## src/sv/ddik_pkg.sv

```systemverilog
`timescale 1ns / 1ps
`default_nettype none

package ddik_pkg;

    // Field and register widths
    localparam int SPD_W      = 16;
    localparam int CFG_W      = 15;
    localparam int SPACING_W  = 13;
    localparam int WHEEL_W    = SPD_W + 1;
    localparam int MAG_W      = SPD_W;
    localparam int QUO_W      = CFG_W;
    localparam int NUM_W      = MAG_W + CFG_W;
    localparam int HALF_SHIFT = 13;

    // Register map
    localparam int INDEX_W = 3;
    typedef enum logic [INDEX_W-1:0] {
        REG_MIN_LINEAR    = 3'd0,
        REG_MAX_LINEAR    = 3'd1,
        REG_MIN_ANGULAR   = 3'd2,
        REG_MAX_ANGULAR   = 3'd3,
        REG_WHEEL_SPACING = 3'd4
    } reg_index_t;

    // Register reset values
    localparam logic [CFG_W-1:0]     RST_MIN_LINEAR    = 15'd41;
    localparam logic [CFG_W-1:0]     RST_MAX_LINEAR    = 15'd2048;
    localparam logic [CFG_W-1:0]     RST_MIN_ANGULAR   = 15'd41;
    localparam logic [CFG_W-1:0]     RST_MAX_ANGULAR   = 15'd8192;
    localparam logic [SPACING_W-1:0] RST_WHEEL_SPACING = 13'd1229;

    localparam int DEFAULT_QUEUE_DEPTH = 4;

    typedef struct packed {
        logic signed [SPD_W-1:0] linear_v;
        logic signed [SPD_W-1:0] angular_w;
    } in_word_t;

    typedef struct packed {
        logic signed [SPD_W-1:0] left_speed;
        logic signed [SPD_W-1:0] right_speed;
        logic                    was_scaled;
    } out_word_t;

    typedef struct packed {
        logic [CFG_W-1:0]     min_linear;
        logic [CFG_W-1:0]     max_linear;
        logic [CFG_W-1:0]     min_angular;
        logic [CFG_W-1:0]     max_angular;
        logic [SPACING_W-1:0] wheel_spacing;
    } cfg_t;

    // Unscaled wheel speeds passed from front to back
    typedef struct packed {
        logic signed [WHEEL_W-1:0] left;
        logic signed [WHEEL_W-1:0] right;
    } wheel_pair_t;

endpackage

`default_nettype wire

```

## src/sv/ddik_queue.sv

```systemverilog
`timescale 1ns / 1ps
`default_nettype none

module ddik_queue
    import ddik_pkg::*;
#(
    parameter int DEPTH = DEFAULT_QUEUE_DEPTH
) (
    input  wire logic        clk,
    input  wire logic        rst_n,
    input  wire logic        push,
    input  wire wheel_pair_t push_data,
    output logic             full,
    input  wire logic        pop,
    output wheel_pair_t      pop_data,
    output logic             empty
);

    localparam int PTR_W = (DEPTH > 1) ? $clog2(DEPTH) : 1;
    localparam int CNT_W = $clog2(DEPTH + 1);
    localparam logic [PTR_W-1:0] LAST = PTR_W'(DEPTH - 1);

    wheel_pair_t      entry_reg [DEPTH];
    logic [PTR_W-1:0] wr_ptr_reg;
    logic [PTR_W-1:0] rd_ptr_reg;
    logic [CNT_W-1:0] count_reg;

    assign full     = (count_reg == CNT_W'(DEPTH));
    assign empty    = (count_reg == '0);
    assign pop_data = entry_reg[rd_ptr_reg];

    // Track pointers and fill count
    always_ff @(posedge clk or negedge rst_n)
    begin
        if (!rst_n)
        begin
            wr_ptr_reg <= '0;
            rd_ptr_reg <= '0;
            count_reg  <= '0;
        end
        else
        begin
            if (push)
                wr_ptr_reg <= (wr_ptr_reg == LAST) ? '0 : wr_ptr_reg + 1'b1;
            if (pop)
                rd_ptr_reg <= (rd_ptr_reg == LAST) ? '0 : rd_ptr_reg + 1'b1;
            if (push && !pop)
                count_reg <= count_reg + 1'b1;
            else if (pop && !push)
                count_reg <= count_reg - 1'b1;
        end
    end

    // Store word
    always_ff @(posedge clk)
    begin
        if (push)
            entry_reg[wr_ptr_reg] <= push_data;
    end

    a_no_overflow: assert property (@(posedge clk) disable iff (!rst_n)
        !(push && full))
        else $error("queue written while full");

    a_no_underflow: assert property (@(posedge clk) disable iff (!rst_n)
        !(pop && empty))
        else $error("queue read while empty");

    a_count_bound: assert property (@(posedge clk) disable iff (!rst_n)
        count_reg <= CNT_W'(DEPTH))
        else $error("queue count beyond depth");

    a_count_step: assert property (@(posedge clk) disable iff (!rst_n)
        (push && !pop) |=> (count_reg == $past(count_reg) + 1'b1))
        else $error("queue count did not follow push");

endmodule

`default_nettype wire

```

## config.mk

```make
export PLATFORM = sky130hd
export DESIGN_NAME = ddik_queue
export DESIGN_NICKNAME = d
export VERILOG_FILES = /design/src/sv/ddik_pkg.sv /design/src/sv/ddik_queue.sv
export SDC_FILE = /design/constraint.sdc
export NUM_CORES = 1
export LEC_CHECK = 0
export BUFFER_PORTS_ARGS = -buffer_cell sky130_fd_sc_hd__buf_2
export CAP_MARGIN = 15
export CORE_MARGIN = 2
export CORE_UTILIZATION = 56
export CTS_CLUSTER_DIAMETER = 60
export DETAILED_ROUTE_END_ITERATION = 6
export GPL_TIMING_DRIVEN = 0
export PLACE_DENSITY = 0.84
export SLEW_MARGIN = 10
export SYNTH_ARGS = -nofsm -noshare
export SYNTH_HDL_FRONTEND = slang
export SYNTH_SLANG_ARGS = --single-unit
```

## constraint.sdc

```tcl
create_clock -name clk -period 2.5 [get_ports clk]
set_clock_uncertainty 0.15 [all_clocks]
set_input_delay 0.25 -clock clk [delete_from_list [all_inputs] [get_ports clk]]
set_output_delay 0.25 -clock clk [all_outputs]
set_load 0.01 [all_outputs]
```

# Word level (Yosys, flattened, before mapping)
# Memories as Yosys holds them, arrays and structs flattened.
# Index checks and enable logic that the tools add are counted.
[totals]
inputBits = 38
register_bits = 7
ramBits = 136
mem_count = 1
output_inout_bits = 36
wordCells = 23
[memory_table]
columns = ["memory", "depth", "width", "rd", "rd_ports_with_merged_regs", "wr", "line_no", "rtl"]
rows = [
  ["entry_reg", 4, 34, 1, 0, 1, "ddik_queue.sv:23", "wheel_pair_t entry_reg [DEPTH];"],
]
[classes]
n_addsub = 4
muxes = 6
eq_ne = 3
n_reduce_logical = 6
[op_table]
columns = ["cell", "count"]
rows = [
  ["$mux W3", 2],
  ["$add A2 B1 Y2 const B", 2],
  ["$eq A2 B2 Y1 const B", 2],
  ["$mux W2", 2],
  ["$add A3 B1 Y3 const B", 1],
  ["$eq A3 B3 Y1 const B", 1],
  ["$logic_not A3 Y1", 1],
  ["$sub A3 B1 Y3 const B", 1],
  ["$logic_and A1 B1 Y1", 2],
  ["$logic_not A1 Y1", 2],
  ["$mux W1", 2],
  ["$reduce_bool A2 Y1", 1],
]

# Depth between registers and ports, before layout
[depth]
ltp_word = 4
mapped_depth = 7
mapped_depth_nobuf = 7

# Worst setup path before layout
# OpenSTA, ideal clock, no wires.
[synth_path]
path_kind = "reg-to-reg"
startpoint = "register wr_ptr_reg[0]"
endpoint = "memory entry_reg[0][0] (netlist bit) (enable)"
t_arrival_ns = 1.457
required_ns = 1.956
path_slack_ns = 0.498
path_stages_with_launch = 4
n_path_buf = 0
setup_ns = 0.394
synth_period_minus_slack_ns = 2.002
path_cell_list = "dfrtp_1 -> inv_1 -> ha_1 -> and2_1"
[synth_lines]
columns = ["item", "line_no", "rtl"]
rows = [
  ["start, declared", "ddik_queue.sv:24", "logic [PTR_W-1:0] wr_ptr_reg;"],
  ["start signal, assigned", "ddik_queue.sv:44", "wr_ptr_reg <= (wr_ptr_reg == LAST) ? '0 : wr_ptr_reg + 1'b1;"],
  ["end, declared", "ddik_queue.sv:23", ""],
]
# Straight into the memory's write port.

==> impl_metrics.ini <==
[status]
status = complete, no violations

[die]
initial_utilization_pct = 57.9
io_pins = 74
placeableCoreArea_sq_um = 9280
floorplan.die.height_microns = 102
core.rowCount = 35
die_width_microns = 102
fp.dieArea_sq_um = 10400

[worst_setup_path]
worstPathRequired_ns = 2.10
timing.critical_path.fanout_max = 10
worstSetupStartpointType = register
critical-path-top-delay-family = multiplexers
critPathSlowestCell = sky130_fd_sc_hd__mux4_2
path_cells = buf_6 -> buf_12 -> mux4_2 -> buf_2
worst_path_largest_cell_delay_ns = 0.52
crit_buf_inv = 3
critPathCaptureType = primary output
critPathArrivalTime_ns = 1.90
cp.depth = 4
worst-r2r-cell-count = 4
worstSetupPathType = register to primary output

[routing]
detailroute.via_count = 2630
detailedRoute.firstIterationViolations = 97
post_detailed_route_drc_marker_count = 0
detail_route.wirelength_microns = 9030
via_per_inst = 5.36
routedWlPerCell_microns = 18.4
drt-pass1-iter-count = 4
postRouteAntennaNets = 0

[global_routing]
grt_util_met2_pct = 31.9
gr-usage-all-layers_pct = 19.2
grt_first_pass_wirelength_microns = 14200
maximum_number_of_pins_on_one_net_before_global_route_repair = 25
grt_most_used_layer = met2
gr-usage-met3_pct = 6.63
grtUsageMet1_pct = 24.4
first_global_vias = 2757
antenna_found_initial = 0
grt.overflow.total = 0

[sta]
pins_over_slew_limit = 0
finalCriticalPeriod_ns = 2.30
grt_setup_unrepaired = false
report.final.setup_viol = 0
slew_headroom_pct = 66.6
max_clock_freq_mhz = 436
setup_tns_ns = 0
min_period_over_period_pct = 91.8
finalWorstSetupSlack_ns = 0.204
final_count_of_hold_timing_violations = 0
max_slew.worst_pin.slew_ns = 0.501

[synth]
synth.yosys.warnings = 0
synth_top_cell_area_share_pct = 76.0
ys_ff_latch = 143
mappedNetlistNets = 260
synth_enable_flop_cells = 136
synthArstFlopShare_pct = 4.90
synth.distinct_cells = 19
synth_cell_area_sq_um = 5380
synth_area_leader_cell = sky130_fd_sc_hd__edfxtp_1
post-synth-top-count-cell = sky130_fd_sc_hd__edfxtp_1
yosysSeqAreaShare_pct = 79.2
synthTopCellsByArea = sky130_fd_sc_hd__edfxtp_1 (76%), sky130_fd_sc_hd__mux4_2 (12%), sky130_fd_sc_hd__dfrtp_1 (3.3%), sky130_fd_sc_hd__mux4_1 (2.9%), sky130_fd_sc_hd__ha_1 (1.4%)
synthesis.area_per_instance_sq_um = 25.0
synth-main-ff-cell = sky130_fd_sc_hd__edfxtp_1
synth_commonest_cells = sky130_fd_sc_hd__edfxtp_1 (136), sky130_fd_sc_hd__mux4_2 (28), sky130_fd_sc_hd__dfrtp_1 (7)
syn_inst = 215

[clock_tree]
clock_sink_count = 143
cts_setup_buffers = 0
ctsHtreeMaxLevel = 4
clk-insertion-delay-late_ns = 0.50
num_cts_buffers = 17
clock_path_buffers = 2
path_clk_slew_ns = 0.06
post_cts_resized = 0
clock_tree.root_cell = sky130_fd_sc_hd__clkbuf_8
cts_tree = done

[layout]
number_of_flip_flops_under_the_largest_register_name = 136
area_growth_syn_to_layout_pct = 29.1
design.final.nets = 394
insertedDiodeCount = 0
drive_gt1_share_pct = 40.9

[hold_path]
timing.hold.worst_path_depth = 2
hold_path.class = input port to register

[flow_run]
maxCapViolations = 0

[power]
power.leakage_nw = 2.50
power.density_nw_per_um2 = 1120
vdd_ir_drop_max_mv = 0.843

[place]
dpl.hpwl_microns = 5290
port_buffers = 73
gp_routability_congestion = 0.692
place_worst_setup_slack_ns = 0.631
==> kinds of logic (layout without fill, tap and decap cells) <==
family / Yosys count / in the layout / share of synthesized area (%)
adders and majority gates: 7 / 7 / 1.77
DFF: 143 / 143 / 79.2
xor gates and xnor gates: 3 / 3 / 0.489
AOI/OAI and AO/OA: 2 / 2 / 0.186
muxes: 37 / 37 / 15.3
and+or+nand+nor: 11 / 11 / 1.05
buffers and inverters: 12 / 159 / 1.98
==> per-stage QoR <==
stage	power, W	cell area, sq um	cells	hold WS (ns)	util, %
floorplan	0.00467	5380	215	-0.196	-
CTS	0.00784	6940	491	0.315	74.8
detailed placement	0.00545	6000	421	-0.0539	64.6
global route	0.00813	6940	491	0.309	74.8
finish	0.00775	6940	491	0.339	74.8
global placement	0.00533	5900	417	-0.0612	63.6
==> final cells by class <==
| cell class | instances | area, sq um |
|---|---|---|
| multi-input cells | 60 | 1010 |
| clock inverters | 14 | 140 |
| flip-flops and latches | 143 | 4260 |
| repair buffers | 115 | 841 |
| fillers | 556 | 2340 |
| plain buffers | 8 | 91.3 |
| clock buffers | 18 | 418 |
| well taps | 129 | 161 |
| inverters | 4 | 15.0 |
==> per-layer routing <==
metal  part of all wire (%)  wire (microns)  vias to the layer above
met4                   0.65              59                        0
met5                      0               0                        -
met3                    4.4             400                        9
met1                     44            3930                     1372
li1                       -               -                     1180
met2                     51            4640                       69
==> worst reg2reg max path, delay by kind of cell, from the launching register on <==
family | cells | cell delay [ns]
DFF | 1 | 0.42
and+or+nand+nor | 1 | 0.47
adders and majority gates | 1 | 0.15
buffers and inverters | 2 | 0.35
==> report_power, final <==
group | switching (W) | internal, W | total (W) | leakage [nW]
Combinational | 0.00108 | 0.00113 | 0.00221 | 0.900
Sequential | 0.000123 | 0.00308 | 0.00321 | 1.33
Clock | 0.000915 | 0.00141 | 0.00233 | 0.268
Total | 0.00212 | 0.00563 | 0.00775 | 2.50
==> cell usage in the layout, fill, tap and decap left out, types with 3 or more instances in the layout <==
master	count
sky130_fd_sc_hd__inv_6	3
sky130_fd_sc_hd__buf_12	5
sky130_fd_sc_hd__clkbuf_16	16
sky130_fd_sc_hd__and2_2	4
sky130_fd_sc_hd__mux2_2	3
sky130_fd_sc_hd__mux4_2	28
sky130_fd_sc_hd__ha_1	6
sky130_fd_sc_hd__nor2_1	3
sky130_fd_sc_hd__dfrtp_1	7
sky130_fd_sc_hd__edfxtp_1	136
sky130_fd_sc_hd__clkinv_1	3
sky130_fd_sc_hd__buf_2	77
sky130_fd_sc_hd__inv_1	4
sky130_fd_sc_hd__dlygate4sd3_1	38
sky130_fd_sc_hd__mux4_1	6
==> final timing paths <==
| path | from | endpoint | slack [ns] |
|---|---|---|---|
| max in group asynchronous | rst_n | rd_ptr_reg[0]$_DFFE_PN0P_ | 1.37 |
| setup / recovery | rd_ptr_reg[0]$_DFFE_PN0P_ | pop_data[32] | 0.20 |
| min in group asynchronous | rst_n | count_reg[0]$_DFFE_PN0P_ | 0.57 |
| setup reg to reg | wr_ptr_reg[0]$_DFFE_PN0P_ | entry_reg[0][17]$_DFFE_PP_ | 0.66 |
| hold reg to reg | count_reg[2]$_DFFE_PN0P_ | count_reg[2]$_DFFE_PN0P_ | 0.36 |
| hold / removal | push_data[14] | entry_reg[2][14]$_DFFE_PP_ | 0.34 |
==> what timing repair did <==
action                                 CTS  global route
endpoints found under the hold margin  147             0
setup endpoints to repair                0             0
hold buffers                            38             0
No activity file was read; power rests on OpenSTA's default activity.
