### config.mk
export PLATFORM = sky130hd
export DESIGN_NAME = ddik_front
export DESIGN_NICKNAME = d
export VERILOG_FILES = /design/src/sv/ddik_pkg.sv /design/src/sv/ddik_front.sv
export SDC_FILE = /design/constraint.sdc
export NUM_CORES = 1
export LEC_CHECK = 0
export BUFFER_PORTS_ARGS = -buffer_cell sky130_fd_sc_hd__clkbuf_2
export CORE_ASPECT_RATIO = 0.75
export CORE_UTILIZATION = 40
export DETAILED_ROUTE_END_ITERATION = 10
export HOLD_SLACK_MARGIN = 0.12
export MAX_ROUTING_LAYER = met4
export PLACE_DENSITY_LB_ADDON = 0.15
export SLEW_MARGIN = 20
export SYNTH_ARGS = -nofsm -noshare
export SYNTH_HDL_FRONTEND = slang
export SYNTH_SLANG_ARGS = --single-unit
### constraint.sdc
create_clock -name clk -period 11 [get_ports clk]
set_clock_uncertainty 0.15 [all_clocks]
set_input_delay 2.2 -clock clk [delete_from_list [all_inputs] [get_ports clk]]
set_output_delay 2.2 -clock clk [all_outputs]
set_load 0.05 [all_outputs]
### src/sv/ddik_pkg.sv
`timescale 1ns / 1ps
`default_nettype none

package ddik_pkg;

    // Field and register widths
    localparam int SPD_W      = 16;
    localparam int CFG_W      = 15;
    localparam int SPACING_W  = 13;
    localparam int WHEEL_W    = SPD_W + 1;
    localparam int MAG_W      = SPD_W;
    localparam int QUO_W      = CFG_W;
    localparam int NUM_W      = MAG_W + CFG_W;
    localparam int HALF_SHIFT = 13;

    // Register map
    localparam int INDEX_W = 3;
    typedef enum logic [INDEX_W-1:0] {
        REG_MIN_LINEAR    = 3'd0,
        REG_MAX_LINEAR    = 3'd1,
        REG_MIN_ANGULAR   = 3'd2,
        REG_MAX_ANGULAR   = 3'd3,
        REG_WHEEL_SPACING = 3'd4
    } reg_index_t;

    // Register reset values
    localparam logic [CFG_W-1:0]     RST_MIN_LINEAR    = 15'd41;
    localparam logic [CFG_W-1:0]     RST_MAX_LINEAR    = 15'd2048;
    localparam logic [CFG_W-1:0]     RST_MIN_ANGULAR   = 15'd41;
    localparam logic [CFG_W-1:0]     RST_MAX_ANGULAR   = 15'd8192;
    localparam logic [SPACING_W-1:0] RST_WHEEL_SPACING = 13'd1229;

    localparam int DEFAULT_QUEUE_DEPTH = 4;

    typedef struct packed {
        logic signed [SPD_W-1:0] linear_v;
        logic signed [SPD_W-1:0] angular_w;
    } in_word_t;

    typedef struct packed {
        logic signed [SPD_W-1:0] left_speed;
        logic signed [SPD_W-1:0] right_speed;
        logic                    was_scaled;
    } out_word_t;

    typedef struct packed {
        logic [CFG_W-1:0]     min_linear;
        logic [CFG_W-1:0]     max_linear;
        logic [CFG_W-1:0]     min_angular;
        logic [CFG_W-1:0]     max_angular;
        logic [SPACING_W-1:0] wheel_spacing;
    } cfg_t;

    // Unscaled wheel speeds passed from front to back
    typedef struct packed {
        logic signed [WHEEL_W-1:0] left;
        logic signed [WHEEL_W-1:0] right;
    } wheel_pair_t;

endpackage

`default_nettype wire

### src/sv/ddik_front.sv
`timescale 1ns / 1ps
`default_nettype none

module ddik_front
    import ddik_pkg::*;
(
    input  wire logic        clk,
    input  wire logic        rst_n,
    input  wire logic        in_valid,
    output logic             in_stall,
    input  wire in_word_t    in_word,
    input  wire cfg_t        cfg,
    output logic             push,
    output wheel_pair_t      push_data,
    input  wire logic        full
);

    localparam int PROD_W = SPD_W + SPACING_W + 1;
    localparam logic signed [PROD_W-1:0] ROUND_ADJ = PROD_W'((1 << HALF_SHIFT) - 1);

    // Deadband first, then clamp with sign kept
    function automatic logic signed [SPD_W-1:0] shape_cmd(
        input logic signed [SPD_W-1:0] x,
        input logic [CFG_W-1:0]        lo,
        input logic [CFG_W-1:0]        hi
    );
        logic [SPD_W:0]          a;
        logic signed [SPD_W-1:0] r;
        a = x[SPD_W-1] ? ((SPD_W+1)'(0) - {x[SPD_W-1], x}) : {1'b0, x};
        if (a < {2'b00, lo})
            r = '0;
        else if (a > {2'b00, hi})
            r = x[SPD_W-1] ? (SPD_W'(0) - {1'b0, hi}) : {1'b0, hi};
        else
            r = x;
        return r;
    endfunction

    logic                      a_valid_reg;
    logic signed [SPD_W-1:0]   a_v_reg;
    logic signed [SPD_W-1:0]   a_w_reg;
    logic                      b_valid_reg;
    logic signed [SPD_W-1:0]   b_v_reg;
    logic signed [PROD_W-1:0]  b_prod_reg;
    logic                      c_valid_reg;
    wheel_pair_t               c_pair_reg;

    logic                      advance;
    logic signed [PROD_W-1:0]  prod_next;
    logic signed [PROD_W-1:0]  prod_adj;
    logic signed [WHEEL_W-1:0] half_term;
    logic signed [WHEEL_W-1:0] v_ext;
    wheel_pair_t               c_pair_next;

    // Move the whole front on when the last stage can drain
    assign advance   = !c_valid_reg || !full;
    assign in_stall  = !advance;
    assign push      = c_valid_reg && !full;
    assign push_data = c_pair_reg;

    // Multiply yaw rate by wheel spacing
    assign prod_next = $signed({{(PROD_W-SPD_W){a_w_reg[SPD_W-1]}}, a_w_reg})
                     * $signed({{(PROD_W-SPACING_W){1'b0}}, cfg.wheel_spacing});

    // Halve spacing with truncation toward zero, then form both wheels
    always_comb
    begin
        prod_adj          = b_prod_reg[PROD_W-1] ? (b_prod_reg + ROUND_ADJ) : b_prod_reg;
        half_term         = WHEEL_W'(prod_adj >>> HALF_SHIFT);
        v_ext             = {b_v_reg[SPD_W-1], b_v_reg};
        c_pair_next.left  = v_ext - half_term;
        c_pair_next.right = v_ext + half_term;
    end

    // Advance valid bits
    always_ff @(posedge clk or negedge rst_n)
    begin
        if (!rst_n)
        begin
            a_valid_reg <= 1'b0;
            b_valid_reg <= 1'b0;
            c_valid_reg <= 1'b0;
        end
        else if (advance)
        begin
            a_valid_reg <= in_valid;
            b_valid_reg <= a_valid_reg;
            c_valid_reg <= b_valid_reg;
        end
    end

    // Advance payload
    always_ff @(posedge clk)
    begin
        if (advance)
        begin
            a_v_reg    <= shape_cmd(in_word.linear_v, cfg.min_linear, cfg.max_linear);
            a_w_reg    <= shape_cmd(in_word.angular_w, cfg.min_angular, cfg.max_angular);
            b_v_reg    <= a_v_reg;
            b_prod_reg <= prod_next;
            c_pair_reg <= c_pair_next;
        end
    end

endmodule

`default_nettype wire

After elaboration in Yosys (flattened, before gate mapping)
Index checks and enable logic that the tools add are counted.
- mux-type cells: 7
- $mul: 1
- add/subtract/negate cells: 7
- reductions and logical operators: 5
- order comparisons: 4
- operator list (kind ; number):
    $mux W16 ; 4
    $gt A17 B15 Y1 ; 2
    $lt A17 B15 Y1 ; 2
    $mux W17 ; 2
    $sub A1 B16 Y17 const A ; 2
    $sub A1 B15 Y16 const A ; 2
    $add A30 B14 Y30 const B ; 1
    $mul A16 B14 Y30 ; 1
    $mux W30 ; 1
    $add A16 B17 Y17 ; 1
    $sub A16 B17 Y17 ; 1
    $logic_not A1 Y1 ; 3
    $logic_and A1 B1 Y1 ; 1
    $logic_or A1 B1 Y1 ; 1
- register bits: 115
- bits of input ports: 109

Depth between registers and ports, before layout
- depth after elaboration: 4
- gate-level depth with buffers: 24

Least setup slack after synthesis
Ideal clock, no wire load.
- path kind: input -> register
- from: input port cfg[2] in the netlist's numbering
- to: register b_prod_reg[29] (data pin)
- data arrival time: 7.599 ns
- cell stages on the path: 22
- path slack: 2.991 ns
- data required time: 10.590 ns
- path buffers: 1
- cells stage by stage: clkbuf_1 > and2_1 > fa_1 > inv_1 > fa_1 > inv_1 > fa_1 > fa_1 > fa_1 > inv_1 > fa_1 > inv_1 > ha_1 > and3_1 > and4_1 > or3b_1 > a21oi_1 > nor2_1 > nor3_1 > o41a_1 > o22ai_1 > xnor2_1
- word-level cells in the longest chain between the ends: 1
- RTL lines (element ; RTL line ; text):
    start, declared ; ddik_front.sv:12 ; input wire cfg_t cfg,
    $mul A16 B14 Y30 ; ddik_front.sv:63 ; * $signed({{(PROD_W-SPACING_W){1'b0}}, cfg.wheel_spacing});
    named net prod_next[29] ; ddik_front.sv:49 ; logic signed [PROD_W-1:0] prod_next;
    end signal, assigned ; ddik_front.sv:100 ; b_prod_reg <= prod_next;
    end, declared ; ddik_front.sv:44 ; logic signed [PROD_W-1:0] b_prod_reg;
The timed path passes the listed nets, and every way through them passes these cells.
A chain may end at the register's enable or synchronous reset.

Worst setup path after layout
- from: input port cfg[3] in the netlist's numbering
- to: register b_prod_reg[28] (data pin)
Same word-level chain as after synthesis.

==> flow_results.xml <==
<?xml version="1.0" encoding="UTF-8"?>
<metrics>
  <group name="run_status">
    <metric name="run_status" unit="">finished, final reports clean</metric>
  </group>
  <group name="global_route">
    <metric name="global_route.peak_usage_layer" unit="">met2</metric>
    <metric name="groute.layer.met3.usage" unit="%">2.85</metric>
    <metric name="groute.usage.overall" unit="%">20.0</metric>
    <metric name="met2_track_utilization_from_global_routing" unit="%">30.3</metric>
    <metric name="grt_first_pass_wirelength" unit="um">64200</metric>
    <metric name="gr-usage-met1" unit="%">28.4</metric>
    <metric name="antenna_found_initial" unit="">0</metric>
    <metric name="first_global_vias" unit="">12500</metric>
    <metric name="grt_max_degree" unit="">61</metric>
    <metric name="total_congestion_overflow" unit="">0</metric>
  </group>
  <group name="synth">
    <metric name="post-synth-top-area-fraction" unit="%">24.9</metric>
    <metric name="cells_after_synth" unit="">1736</metric>
    <metric name="synth_top_cells_by_area" unit="">sky130_fd_sc_hd__fa_1, sky130_fd_sc_hd__edfxtp_1, sky130_fd_sc_hd__ha_1, sky130_fd_sc_hd__inv_1, sky130_fd_sc_hd__xnor2_1</metric>
    <metric name="yosysSeqAreaShare" unit="%">20.8</metric>
    <metric name="synth_area_per_cell" unit="um2">9.45</metric>
    <metric name="syn_nets" unit="">2217</metric>
    <metric name="netlist-cell-type-count" unit="">69</metric>
    <metric name="yosysWarningCount" unit="">0</metric>
    <metric name="yosysTopAreaCell" unit="">sky130_fd_sc_hd__fa_1</metric>
    <metric name="ys.flop_type" unit="">sky130_fd_sc_hd__edfxtp_1</metric>
    <metric name="syn-cell-area" unit="mm2">0.0164</metric>
    <metric name="ys_seq_elements" unit="">114</metric>
    <metric name="postSynth.asyncResetShare" unit="%">2.63</metric>
    <metric name="synth-edff-count" unit="">111</metric>
  </group>
  <group name="clocking">
    <metric name="ctsRootBufferMaster" unit="">sky130_fd_sc_hd__clkbuf_16</metric>
    <metric name="postCtsSetupBuffers" unit="">0</metric>
    <metric name="clk_transition_reported_paths" unit="ps">60</metric>
    <metric name="clock_insertion_delay_worst_skew" unit="ps">430</metric>
    <metric name="inserted_clock_buffers" unit="">17</metric>
    <metric name="cts.sink_count" unit="">114</metric>
    <metric name="clock_path_buffers" unit="">2</metric>
    <metric name="hold_buffers" unit="">0</metric>
    <metric name="cts.htree.levels" unit="">4</metric>
    <metric name="tritoncts_clock_tree" unit="">yes</metric>
    <metric name="post_cts_resize_count" unit="">0</metric>
  </group>
  <group name="sta">
    <metric name="worst_slew_pin_slew" unit="ps">884</metric>
    <metric name="hold_viol_final" unit="">0</metric>
    <metric name="max_freq" unit="GHz">0.121</metric>
    <metric name="timing.final.crit_period" unit="ps">8280</metric>
    <metric name="fin_tns_setup" unit="ps">0</metric>
    <metric name="final.setup.worst_slack" unit="ps">2720</metric>
    <metric name="timing.final.max_slew_violations" unit="">0</metric>
    <metric name="holdWs" unit="ps">263</metric>
    <metric name="grt_setup_unrepaired" unit="">false</metric>
    <metric name="relSlewSlack" unit="%">41.1</metric>
    <metric name="setup_violations" unit="">0</metric>
    <metric name="period_share" unit="%">75.2</metric>
  </group>
  <group name="detailed_routing">
    <metric name="routed_wire_length_per_instance" unit="um">16.2</metric>
    <metric name="detail_route.iter0.violations" unit="">619</metric>
    <metric name="avgViaCountPerCell" unit="">5.04</metric>
    <metric name="antenna_violating_nets_post_route" unit="">0</metric>
    <metric name="drt_pre_antenna_iters" unit="">5</metric>
    <metric name="route.vias.total" unit="">12000</metric>
    <metric name="drc" unit="">0</metric>
    <metric name="postRouteWirelength" unit="um">38500</metric>
  </group>
  <group name="floorplanning">
    <metric name="placementRows" unit="">63</metric>
    <metric name="pin_count" unit="">145</metric>
    <metric name="die-width" unit="um">236</metric>
    <metric name="start_util" unit="%">41.0</metric>
    <metric name="die_h" unit="um">177</metric>
    <metric name="coreArea" unit="mm2">0.0400</metric>
    <metric name="dieArea" unit="mm2">0.0418</metric>
  </group>
  <group name="critical_path">
    <metric name="worst-endpoint-arrival" unit="ps">8260</metric>
    <metric name="crit_slowest_cell" unit="">sky130_fd_sc_hd__fa_1</metric>
    <metric name="worst_ep_required_time" unit="ps">10990</metric>
    <metric name="critical_path.startpoint_type" unit="">input port</metric>
    <metric name="rrSetupSlack" unit="ps">4090</metric>
    <metric name="regToRegStartpoint" unit="">a_w_reg[6]</metric>
    <metric name="cpPeakStageDelay" unit="ps">550</metric>
    <metric name="worst_reg2reg_endpoint" unit="">b_prod_reg[28]</metric>
    <metric name="endpoint_kind" unit="">flop</metric>
    <metric name="critical_path.max_fanout" unit="">16</metric>
    <metric name="worstSetupPathType" unit="">in -&gt; reg</metric>
    <metric name="path_cells" unit="">clkbuf_2 &gt; and2_1 &gt; fa_1 &gt; inv_1 &gt; fa_1 &gt; inv_1 &gt; fa_1 &gt; inv_1 &gt; fa_1 &gt; inv_1 &gt; fa_1 &gt; inv_1 &gt; fa_1 &gt; inv_1 &gt; ha_1 &gt; o21a_1 &gt; a21oi_1 &gt; a21oi_1 &gt; a211oi_1 &gt; or3_1 &gt; a31oi_1 &gt; a41o_1 &gt; o311ai_1</metric>
    <metric name="ff2ff_path_depth" unit="">22</metric>
  </group>
  <group name="placed_design">
    <metric name="dp_hpwl" unit="um">32200</metric>
    <metric name="routabilityCongestion" unit="">0.903</metric>
    <metric name="placement.cell_area" unit="mm2">0.0176</metric>
    <metric name="numPortBuffers" unit="">144</metric>
    <metric name="dp_slack" unit="ps">2350</metric>
  </group>
  <group name="hold_path">
    <metric name="hold_path.class" unit="">reg -&gt; reg</metric>
    <metric name="worst_hold_startpoint" unit="">a_v_reg[12]</metric>
    <metric name="timing.hold.worst_path_depth" unit="">0</metric>
    <metric name="hold_path_endpoint" unit="">b_v_reg[12]</metric>
  </group>
  <group name="final_layout">
    <metric name="area_delta_synth_final" unit="%">10.4</metric>
    <metric name="insertedDiodeCount" unit="">0</metric>
    <metric name="post_route_cells_drive_above_1_share" unit="%">10.8</metric>
    <metric name="final_net_count" unit="">2332</metric>
    <metric name="design_area" unit="mm2">0.0181</metric>
    <metric name="num-fill-cells" unit="">3872</metric>
    <metric name="largest_register_ff_count" unit="">33</metric>
  </group>
  <group name="job">
    <metric name="max-cap-violations" unit="">0</metric>
  </group>
</metrics>
Yosys cell counts, types with 3 or more instances:
library cell,number
sky130_fd_sc_hd__o21ai_1,10
sky130_fd_sc_hd__xnor2_1,109
sky130_fd_sc_hd__nor4_1,8
sky130_fd_sc_hd__edfxtp_1,111
sky130_fd_sc_hd__o31ai_1,15
sky130_fd_sc_hd__o21bai_1,11
sky130_fd_sc_hd__fa_1,204
sky130_fd_sc_hd__nand4_1,17
sky130_fd_sc_hd__o21a_1,10
sky130_fd_sc_hd__mux2i_1,7
sky130_fd_sc_hd__buf_6,4
sky130_fd_sc_hd__a21o_1,24
sky130_fd_sc_hd__nor2b_1,10
sky130_fd_sc_hd__or2_1,3
sky130_fd_sc_hd__a41oi_1,3
sky130_fd_sc_hd__a211oi_1,21
sky130_fd_sc_hd__o211ai_1,5
sky130_fd_sc_hd__o41ai_1,8
sky130_fd_sc_hd__o22ai_1,3
sky130_fd_sc_hd__nand3_1,23
sky130_fd_sc_hd__and3_1,4
sky130_fd_sc_hd__o21ai_0,29
sky130_fd_sc_hd__dfrtp_1,3
sky130_fd_sc_hd__nor3_1,22
sky130_fd_sc_hd__ha_1,168
sky130_fd_sc_hd__nand2_1,147
sky130_fd_sc_hd__a211oi_2,14
sky130_fd_sc_hd__nor2_1,70
sky130_fd_sc_hd__inv_1,365
sky130_fd_sc_hd__clkbuf_1,41
sky130_fd_sc_hd__a211o_1,3
sky130_fd_sc_hd__or3_1,11
sky130_fd_sc_hd__and2_1,112
sky130_fd_sc_hd__xor2_1,20
sky130_fd_sc_hd__a21oi_1,57
sky130_fd_sc_hd__a2111oi_0,4
sky130_fd_sc_hd__nand2b_1,18
layout make-up:
cell class | instances | area, um2 | share of cell area, %
Multi-Input combinational cell | 1206 | 11400 | 62.9
Sequential cell | 114 | 3410 | 18.8
Inverter | 366 | 1370 | 7.58
Timing Repair Buffer | 146 | 736 | 4.06
Tap cell | 520 | 651 | 3.59
Clock buffer | 19 | 433 | 2.39
Clock inverter | 13 | 114 | 0.628
worst max path at each step:
| stage | from | end | slack, ps | cells past startpoint |
|---|---|---|---|---|
| detailed placement | cfg[3] | b_prod_reg[28] | 2350 | 23 |
| floorplan | cfg[2] | b_prod_reg[29] | 2990 | 22 |
| finish | cfg[3] | b_prod_reg[28] | 2720 | 23 |
| global route | cfg[3] | b_prod_reg[29] | 2460 | 22 |
| global placement | cfg[2] | b_prod_reg[29] | 2440 | 22 |
| CTS | cfg[3] | b_prod_reg[28] | 2800 | 23 |
cell families after synthesis:
kind of cell	Yosys count	synth area share (%)
compound gates	238	10.2
xor+xnor	129	6.89
fa+ha+maj	372	37.7
buf+inv	416	9.76
flops	114	20.8
mux	9	0.564
simple gates	458	14.1
cells in the final DEF (no fill, tap or decap), drive strengths merged, types with 11 or more instances in the layout:
| cell type | n |
|---|---|
| o21ai | 39 |
| ha | 168 |
| and2 | 112 |
| nand3 | 23 |
| a21oi | 57 |
| a21o | 24 |
| clkbuf | 163 |
| edfxtp | 111 |
| o21bai | 11 |
| a211oi | 35 |
| nand2b | 18 |
| fa | 204 |
| xor2 | 20 |
| xnor2 | 109 |
| or3 | 11 |
| nor2 | 70 |
| inv | 367 |
| nand2 | 148 |
| o31ai | 15 |
| nand4 | 17 |
| nor3 | 22 |
per-layer routing:
metal  up-vias  wire length [um]
met2       247             16800
met4         0               429
met5         -                 0
met3        29              1680
met1      5905             19600
li1       5832                 -
critical path: cells and delay by family:
kind / cells / cell delay [ps]
simple gates: 2 / 720
buf+inv: 7 / 570
compound gates: 7 / 1400
fa+ha+maj: 7 / 3370
metrics by stage:
stage	utilization (%)	instances
6_report	45.3	2384
5_1_grt	45.3	2384
4_1_cts	45.3	2384
3_5_place_dp	44.0	2352
3_3_place_gp	44.0	2352
2_1_floorplan	-	1736
Power is left out: the tool's default activity adds up to more than one toggle a clock period on the data nets, which glitch-free logic cannot reach.
